==> src/hdl/assert_macros.svh <==
// ---------------------------------------------------------------------------
// assert_macros.svh
// Concurrent assertion shorthands shared by the RTL.
// ---------------------------------------------------------------------------
`ifndef ASSERT_MACROS_SVH
`define ASSERT_MACROS_SVH

// Check that prop holds at every rising edge outside reset
`define ASSERT_HOLDS(label, clk, rst_n, prop, msg) \
	label: assert property (@(posedge clk) disable iff (!rst_n) prop) else $error(msg);

// Check that cond is never true outside reset
`define ASSERT_NEVER(label, clk, rst_n, cond, msg) \
	`ASSERT_HOLDS(label, clk, rst_n, !(cond), msg)

`endif

==> src/hdl/gsm_pkg.sv <==
// ---------------------------------------------------------------------------
// gsm_pkg
// Types and fixed constants of the golden-section minimizer.
// ---------------------------------------------------------------------------
package gsm_pkg;

	localparam int DATA_W = 32;
	localparam int TOL_W  = 29;
	localparam int STEP_W = 7;
	localparam int GOLD_W = 32;

	// Golden ratio parts as unsigned Q0.32
	localparam logic [GOLD_W-1:0] GOLD_BIG   = 32'd2654435769;
	localparam logic [GOLD_W-1:0] GOLD_SMALL = 32'd1640531527;

	localparam logic [TOL_W-1:0] TOL_RESET = 29'd268435;

	typedef enum logic [3:0] {
		S_IDLE,
		S_GOLD_N,
		S_GOLD_F,
		S_SQ_N,
		S_X2_N,
		S_X4_N,
		S_SQ_F,
		S_X2_F,
		S_X4_F,
		S_UPDATE,
		S_CHECK,
		S_DONE
	} state_t;

endpackage

==> src/hdl/gsm_mul.sv <==
// ---------------------------------------------------------------------------
// gsm_mul
// Shared unsigned multiplier with a registered product.
// ---------------------------------------------------------------------------
module gsm_mul #(
	parameter int W = 35
) (
	input  logic           clk,
	input  logic [W-1:0]   a,
	input  logic [W-1:0]   b,
	output logic [2*W-1:0] p
);

	always_ff @(posedge clk) begin
		p <= (2*W)'(a) * (2*W)'(b);
	end

endmodule

==> src/hdl/golden_section_minimizer.sv <==
// One request at a time: a request runs 1 to MAX_ITER iterations, each with eight
// products on the one shared multiplier (two golden parts, three per objective value),
// an update and a check. in_stall is high until the result is in the output register,
// which holds it while the next one runs.
// Reset: arst_n clears control state and sets tolerance to 268435.
// ---------------------------------------------------------------------------
// golden_section_minimizer
// Golden-section search for the minimum of (x-7)^2 + x^4 over a start interval.
// ---------------------------------------------------------------------------
module golden_section_minimizer #(
	parameter int FRAC_BITS = 28,
	parameter int MAX_ITER  = 64
) (
	input  logic                            clk,
	input  logic                            arst_n,
	input  logic                            cfg_we,
	input  logic [gsm_pkg::TOL_W-1:0]       cfg_wdata,
	input  logic                            in_valid,
	output logic                            in_stall,
	input  logic signed [gsm_pkg::DATA_W-1:0] start_low,
	input  logic signed [gsm_pkg::DATA_W-1:0] start_high,
	output logic                            out_valid,
	input  logic                            out_stall,
	output logic signed [gsm_pkg::DATA_W-1:0] final_low,
	output logic signed [gsm_pkg::DATA_W-1:0] final_high,
	output logic                            hit_limit
);

	import gsm_pkg::*;

	`include "assert_macros.svh"

	localparam int POS_W = FRAC_BITS + 4;
	localparam int MW    = (FRAC_BITS + 7 > GOLD_W) ? FRAC_BITS + 7 : GOLD_W;
	localparam int OBJ_W = FRAC_BITS + 14;
	localparam int CMP_W = (POS_W > TOL_W) ? POS_W : TOL_W;

	localparam logic signed [DATA_W:0]  IN_MIN = -(33'sd1 <<< (POS_W - 1));
	localparam logic signed [DATA_W:0]  IN_MAX = (33'sd1 <<< (POS_W - 1)) - 33'sd1;
	localparam logic signed [POS_W+1:0] PT_MIN = -((POS_W+2)'(1) <<< (POS_W - 1));
	localparam logic signed [POS_W+1:0] PT_MAX = ((POS_W+2)'(1) <<< (POS_W - 1)) - 1;
	localparam logic signed [POS_W:0]   SEVEN  = (POS_W+1)'(7) <<< FRAC_BITS;
	localparam logic [STEP_W-1:0]       STEP_CAP = STEP_W'(MAX_ITER);

	function automatic logic signed [POS_W-1:0] clamp_in(logic signed [DATA_W-1:0] v);
		logic signed [DATA_W:0] e;
		e = (DATA_W+1)'(v);
		if (e < IN_MIN)
			return POS_W'(IN_MIN);
		else if (e > IN_MAX)
			return POS_W'(IN_MAX);
		else
			return POS_W'(e);
	endfunction

	function automatic logic signed [POS_W-1:0] clamp_pt(logic signed [POS_W+1:0] v);
		if (v < PT_MIN)
			return POS_W'(PT_MIN);
		else if (v > PT_MAX)
			return POS_W'(PT_MAX);
		else
			return POS_W'(v);
	endfunction

	state_t state_q, state_d;

	logic [TOL_W-1:0]        tol_q;
	logic signed [POS_W-1:0] left_q, right_q, near_q, far_q;
	logic [STEP_W-1:0]       step_q;
	logic [OBJ_W-1:0]        obj_n_q;
	logic [FRAC_BITS+7:0]    sq_q;
	logic                    hit_q;

	logic                    out_valid_q;
	logic signed [DATA_W-1:0] final_low_q, final_high_q;
	logic                    hit_limit_q;

	logic [MW-1:0]           mul_a, mul_b;
	logic [2*MW-1:0]         mul_p;

	logic signed [POS_W:0]   w;
	logic [POS_W-1:0]        w_mag;
	logic signed [POS_W:0]   g_part;
	logic signed [POS_W-1:0] g_point;
	logic signed [POS_W-1:0] x_sel;
	logic signed [POS_W:0]   d_sgn;
	logic [POS_W-1:0]        d_mag;
	logic [POS_W-1:0]        ax_mag;
	logic [FRAC_BITS+6:0]    x2;
	logic [OBJ_W-1:0]        obj_cur;
	logic                    near_wins;
	logic signed [POS_W:0]   gap_l_sgn, gap_r_sgn;
	logic [POS_W-1:0]        gap_l, gap_r;
	logic                    gap_met;
	logic                    out_free;

	gsm_mul #(
		.W (MW)
	) u_mul (
		.clk (clk),
		.a   (mul_a),
		.b   (mul_b),
		.p   (mul_p)
	);

	// Datapath around the shared multiplier
	always_comb begin
		w       = (POS_W+1)'(right_q) - (POS_W+1)'(left_q);
		w_mag   = (w < 0) ? POS_W'(-w) : POS_W'(w);
		g_part  = $signed({1'b0, mul_p[POS_W+GOLD_W-1:GOLD_W]});
		if (w < 0)
			g_part = -g_part;
		g_point = clamp_pt((POS_W+2)'(left_q) + (POS_W+2)'(g_part));

		x_sel  = (state_q == S_SQ_N || state_q == S_X2_N) ? near_q : far_q;
		d_sgn  = (POS_W+1)'(x_sel) - SEVEN;
		d_mag  = (d_sgn < 0) ? POS_W'(-d_sgn) : POS_W'(d_sgn);
		ax_mag = (x_sel < 0) ? POS_W'(-((POS_W+1)'(x_sel))) : POS_W'(x_sel);
		x2     = mul_p[2*FRAC_BITS+6:FRAC_BITS];

		obj_cur   = OBJ_W'(sq_q) + OBJ_W'(mul_p[2*FRAC_BITS+12:FRAC_BITS]);
		near_wins = obj_n_q < obj_cur;

		gap_l_sgn = (POS_W+1)'(left_q) - (POS_W+1)'(far_q);
		gap_r_sgn = (POS_W+1)'(near_q) - (POS_W+1)'(right_q);
		gap_l     = (gap_l_sgn < 0) ? POS_W'(-gap_l_sgn) : POS_W'(gap_l_sgn);
		gap_r     = (gap_r_sgn < 0) ? POS_W'(-gap_r_sgn) : POS_W'(gap_r_sgn);
		gap_met   = (CMP_W'(gap_l) <= CMP_W'(tol_q)) || (CMP_W'(gap_r) <= CMP_W'(tol_q));

		out_free = !out_valid_q || !out_stall;
	end

	always_ff @(posedge clk or negedge arst_n) begin
		if (!arst_n) begin
			state_q <= S_IDLE;
		end else begin
			state_q <= state_d;
		end
	end

	// Sequencer: next state and multiplier operands
	always_comb begin
		state_d = state_q;
		mul_a   = '0;
		mul_b   = '0;
		unique case (state_q)
			S_IDLE: begin
				if (in_valid)
					state_d = S_GOLD_N;
			end
			S_GOLD_N: begin
				mul_a   = MW'(w_mag);
				mul_b   = MW'(GOLD_SMALL);
				state_d = S_GOLD_F;
			end
			S_GOLD_F: begin
				mul_a   = MW'(w_mag);
				mul_b   = MW'(GOLD_BIG);
				state_d = S_SQ_N;
			end
			S_SQ_N, S_SQ_F: begin
				mul_a   = MW'(d_mag);
				mul_b   = MW'(d_mag);
				state_d = (state_q == S_SQ_N) ? S_X2_N : S_X2_F;
			end
			S_X2_N, S_X2_F: begin
				mul_a   = MW'(ax_mag);
				mul_b   = MW'(ax_mag);
				state_d = (state_q == S_X2_N) ? S_X4_N : S_X4_F;
			end
			S_X4_N, S_X4_F: begin
				mul_a   = MW'(x2);
				mul_b   = MW'(x2);
				state_d = (state_q == S_X4_N) ? S_SQ_F : S_UPDATE;
			end
			S_UPDATE: begin
				state_d = S_CHECK;
			end
			S_CHECK: begin
				if (gap_met || step_q >= STEP_CAP)
					state_d = S_DONE;
				else
					state_d = S_GOLD_N;
			end
			S_DONE: begin
				if (out_free)
					state_d = S_IDLE;
			end
			default: begin
				state_d = S_IDLE;
			end
		endcase
	end

	always_ff @(posedge clk or negedge arst_n) begin
		if (!arst_n) begin
			tol_q  <= TOL_RESET;
			step_q <= '0;
			hit_q  <= 1'b0;
		end else begin
			if (cfg_we)
				tol_q <= cfg_wdata;
			if (state_q == S_IDLE && in_valid)
				step_q <= '0;
			else if (state_q == S_UPDATE)
				step_q <= step_q + STEP_W'(1);
			if (state_q == S_CHECK)
				hit_q <= !gap_met;
		end
	end

	// Search registers
	always_ff @(posedge clk) begin
		case (state_q)
			S_IDLE: begin
				if (in_valid) begin
					left_q  <= clamp_in(start_low);
					right_q <= clamp_in(start_high);
				end
			end
			S_GOLD_F: near_q <= g_point;
			S_SQ_N:   far_q  <= g_point;
			S_X2_N,
			S_X2_F:   sq_q   <= mul_p[2*FRAC_BITS+7:FRAC_BITS];
			S_SQ_F:   obj_n_q <= obj_cur;
			S_UPDATE: begin
				// Keep the better interior point, drop the far side
				if (near_wins) begin
					right_q <= far_q;
					far_q   <= near_q;
				end else begin
					left_q <= near_q;
					near_q <= far_q;
				end
			end
			default: ;
		endcase
	end

	// Output register
	always_ff @(posedge clk or negedge arst_n) begin
		if (!arst_n) begin
			out_valid_q <= 1'b0;
		end else begin
			if (state_q == S_DONE && out_free)
				out_valid_q <= 1'b1;
			else if (out_valid_q && !out_stall)
				out_valid_q <= 1'b0;
		end
	end

	always_ff @(posedge clk) begin
		if (state_q == S_DONE && out_free) begin
			final_low_q  <= DATA_W'(left_q);
			final_high_q <= DATA_W'(right_q);
			hit_limit_q  <= hit_q;
		end
	end

	assign in_stall   = (state_q != S_IDLE);
	assign out_valid  = out_valid_q;
	assign final_low  = final_low_q;
	assign final_high = final_high_q;
	assign hit_limit  = hit_limit_q;

	`ASSERT_NEVER(a_step_cap, clk, arst_n, step_q > STEP_CAP, "iteration count passed the cap")
	`ASSERT_HOLDS(a_limit_count, clk, arst_n, (state_q == S_DONE && hit_q) |-> (step_q == STEP_CAP), "limit flag without reaching the cap")
	`ASSERT_HOLDS(a_result_src, clk, arst_n, $rose(out_valid_q) |-> $past(state_q == S_DONE), "result posted outside the finish step")

endmodule
==> config.mk <==
export PLATFORM = sky130hd
export DESIGN_NAME = golden_section_minimizer
export DESIGN_NICKNAME = d
export VERILOG_FILES = /design/src/hdl/gsm_pkg.sv /design/src/hdl/gsm_mul.sv /design/src/hdl/golden_section_minimizer.sv
export VERILOG_INCLUDE_DIRS = /design/src /design/src/hdl
export SDC_FILE = /design/constraint.sdc
export NUM_CORES = 2
export LEC_CHECK = 0
export ABC_AREA = 1
export BUFFER_PORTS_ARGS = -buffer_cell sky130_fd_sc_hd__buf_2
export CORE_ASPECT_RATIO = 1.1
export CORE_MARGIN = 1
export CORE_UTILIZATION = 65
export CTS_CLUSTER_SIZE = 28
export DETAILED_ROUTE_END_ITERATION = 16
export GPL_TIMING_DRIVEN = 0
export HOLD_SLACK_MARGIN = 0.12
export PLACE_DENSITY = 0.82
export SYNTH_ARGS = -nofsm -noshare
export SYNTH_HDL_FRONTEND = slang
export SYNTH_SLANG_ARGS = --single-unit
==> constraint.sdc <==
create_clock -name clk -period 12.7 [get_ports clk]
set_input_delay 1.905 -clock clk [delete_from_list [all_inputs] [get_ports clk]]
set_output_delay 1.905 -clock clk [all_outputs]
set_load 0.03 [all_outputs]
==> run metrics <==
Synth Area in XOR/XNOR 3.468%; Post-Syn Area per Cell 7.734 µm²; Slew @ Worst Pin 1.701 ns; EDFF count, synth 271; total number of vias 66050; R2R depth 40; HPWL after DPL 242400 µm; Worst Path Buf+Inv 12; register area share after synthesis 14.48%; CP required 13.13 ns; simple-gate share of the synthesized area 18.87%; mux share of post-synthesis cell area 0.01627%; syn nets 10690; Worst EP arrival 13.24 ns; Synth Flop Type edfxtp_1; status finished with violations; area of the multi-input gates 50660 µm²; unrepaired setup endpoints after global routing false; Worst path most repeated cell fa_1; Pre-Repair DR Iteration Count 9; core area 105600 µm²; Detail Route Antenna Nets 0; final global-route overflow total 0; initial core utilization 65.55%; final worst setup slack -0.1007 ns; clock latency on the worst-skew pair 0.60 ns; Final min period 12.80 ns; # IOs 165; first-pass GRT wire length 419500 µm; row count 125; Max Root-Sink Buffers 3; CP peak stage delay 0.65 ns; instance count on the critical path 40; Synth Area in Compound Gates 8.809%; WHS Path Cells 0; Setup TNS -0.1314 ns; Clk pin slew, worst setup/hold paths 0.07 ns; fillcell total 8770; wire per inst 27.42 µm; Starting DRT DRC Count 7959; violated checks capacitance limit, slew limit, setup timing; count leader, synth inv_1; kind of critical path reg2reg; Tcrit/Tclk final 100.8%; vias per inst 6.222; synthesized cell area 69200 µm²; Startpoint Class flop; CTS tree yes; die area 107800 µm²; list of most frequent post-synthesis cells inv_1, nand2_1, fa_1; Cell variety after synth 69; async set or reset register ratio after synthesis 11.86%; Hold Crit Class reg2reg; slowest stage cell, crit path a221oi_2; number of H-tree levels 2; post-synthesis adder-cell area fraction 41.56%; cts bufs inserted 39; Final GP Congestion 1.187; Top delay family on crit path adder cells; Fin Clk Skew 0.01815 ns; CTS Root Cell clkbuf_16; GR Util All Layers 54.33%; synth top area cells fa_1, edfxtp_1, inv_1; largest net degree at the start of global routing 43; Setup Viol. Count Final 2; pre-CTS WS -1.356 ns; Port Buffer Count 163; nets 10910; Synth Instances 8947; area leader, netlist fa_1; Seq. cell area 10020 µm²; CP endpoint kind flop; fmax 0.07812 GHz; die height 344.2 µm; number of global-route vias before repair 65190; initial antenna violation count 19; DR DRC count 0; TritonCTS sink count 354; Layout Cells excl Fill 10620; Hold Violations, Final 0; Slew headroom -13.53%; dpl cells 10520; layout cells sized above 1 5.434%; crit-path max FO 10; Area growth, synth to finish 6.659%; register bit count reported by yosys 354; largest family of logic cells by synthesized area adder cells; fin. max-slew vios 11; top-area cell type share of the netlist area 31.56%; Die X 313.1 µm; routed wire length 291100 µm; yosys warns 0; max-cap viol count 2
-- area by class of cell --
| type | instances | area share, % |
|---|---|---|
| Sequential cell | 354 | 13.57 |
| Clock buffer | 44 | 1.348 |
| Clock inverter | 28 | 0.4492 |
| Timing Repair Buffer | 183 | 1.444 |
| Tap cell | 1397 | 2.368 |
| Buffer | 255 | 1.556 |
| Antenna cell | 17 | 0.05764 |
| Multi-Input combinational cell | 6267 | 68.63 |
| Inverter | 2071 | 10.57 |
-- per-layer routing --
metal | track usage, % | share of wire, %
met4 | 53.17 | 13
met1 | 58.92 | 31
met3 | 21.69 | 14
met5 | 0.4808 | 0.12
met2 | 80.29 | 42
-- stage by stage --
step | area [µm²] | util (%) | hold WS [ns]
4_1_cts | 73390 | 69.52 | 0.4576
5_1_grt | 73770 | 69.88 | 0.4857
3_3_place_gp | 71760 | 67.98 | 0.4348
2_1_floorplan | 69200 | - | 0.4256
6_report | 73810 | 69.91 | 0.4556
3_5_place_dp | 71960 | 68.16 | 0.4369
-- cells in the final DEF, fill, tap and decap left out, drive strengths merged, types with 5 or more instances in the layout --
master	count
nor3	71
clkinvlp	9
a22oi	9
or2	13
nand4	59
o21a	27
nand3b	16
o221ai	7
diode	17
bufinv	5
inv	2058
o21ai	354
and2	18
dfrtp	35
o21bai	17
nand3	216
dfxtp	41
nand2	1939
nor4	13
a31oi	38
xor2	184
o211ai	30
ha	553
edfxtp	271
buf	261
a21oi	529
clkinv	27
o31ai	5
fa	1091
dfstp	7
a211oi	11
and3	6
clkbuf	218
xnor2	90
a221oi	13
nor2	892
a21o	19
a21boi	17
-- final timing paths --
check / start / to / slack [ns]
min in group asynchronous: arst_n / tol_q[13] / 1.51
worst max-delay path: state_q[0] / u_mul.p[33] / -0.10
worst max register to register: state_q[0] / u_mul.p[33] / -0.10
max in group asynchronous: arst_n / step_q[4] / 10.51
worst min register to register: hit_q / hit_limit / 0.46
worst min-delay path: hit_q / hit_limit / 0.46
-- kinds of logic after synthesis --
group | Yosys count
buffers and inverters | 2326
and+or+nand+nor | 3250
DFF | 354
muxes | 1
AOI/OAI and AO/OA | 1098
adders and majority gates | 1644
xor gates and xnor gates | 274
-- worst register-to-register path: cells and delay by family, from the launching register on --
family | cells | cell delay, ns
AOI/OAI and AO/OA | 9 | 2.82
xor gates and xnor gates | 1 | 0.59
adders and majority gates | 10 | 4.58
buffers and inverters | 12 | 2.41
DFF | 1 | 0.42
and+or+nand+nor | 8 | 1.84
-- flip-flops by register name (all words and copies together) (netlist names), 4 cells and up --
register / cells
tol_q: 29
obj_n_q: 42
final_low: 32
left_q: 32
far_q: 32
u_mul.p: 41
right_q: 32
step_q: 7
final_high: 32
state_q: 4
near_q: 32
sq_q: 36
-- repair_timing --
action                                  in CTS  in global routing
pin swaps                                    0                  2
endpoints found under the setup margin      35                 36
resized for setup                           40                131
buffers inserted                             0                  8
hold buffers                                 0                  0
Power is left out: the tool's default activity adds up to more than one toggle a clock period on the data nets, which glitch-free logic cannot reach.
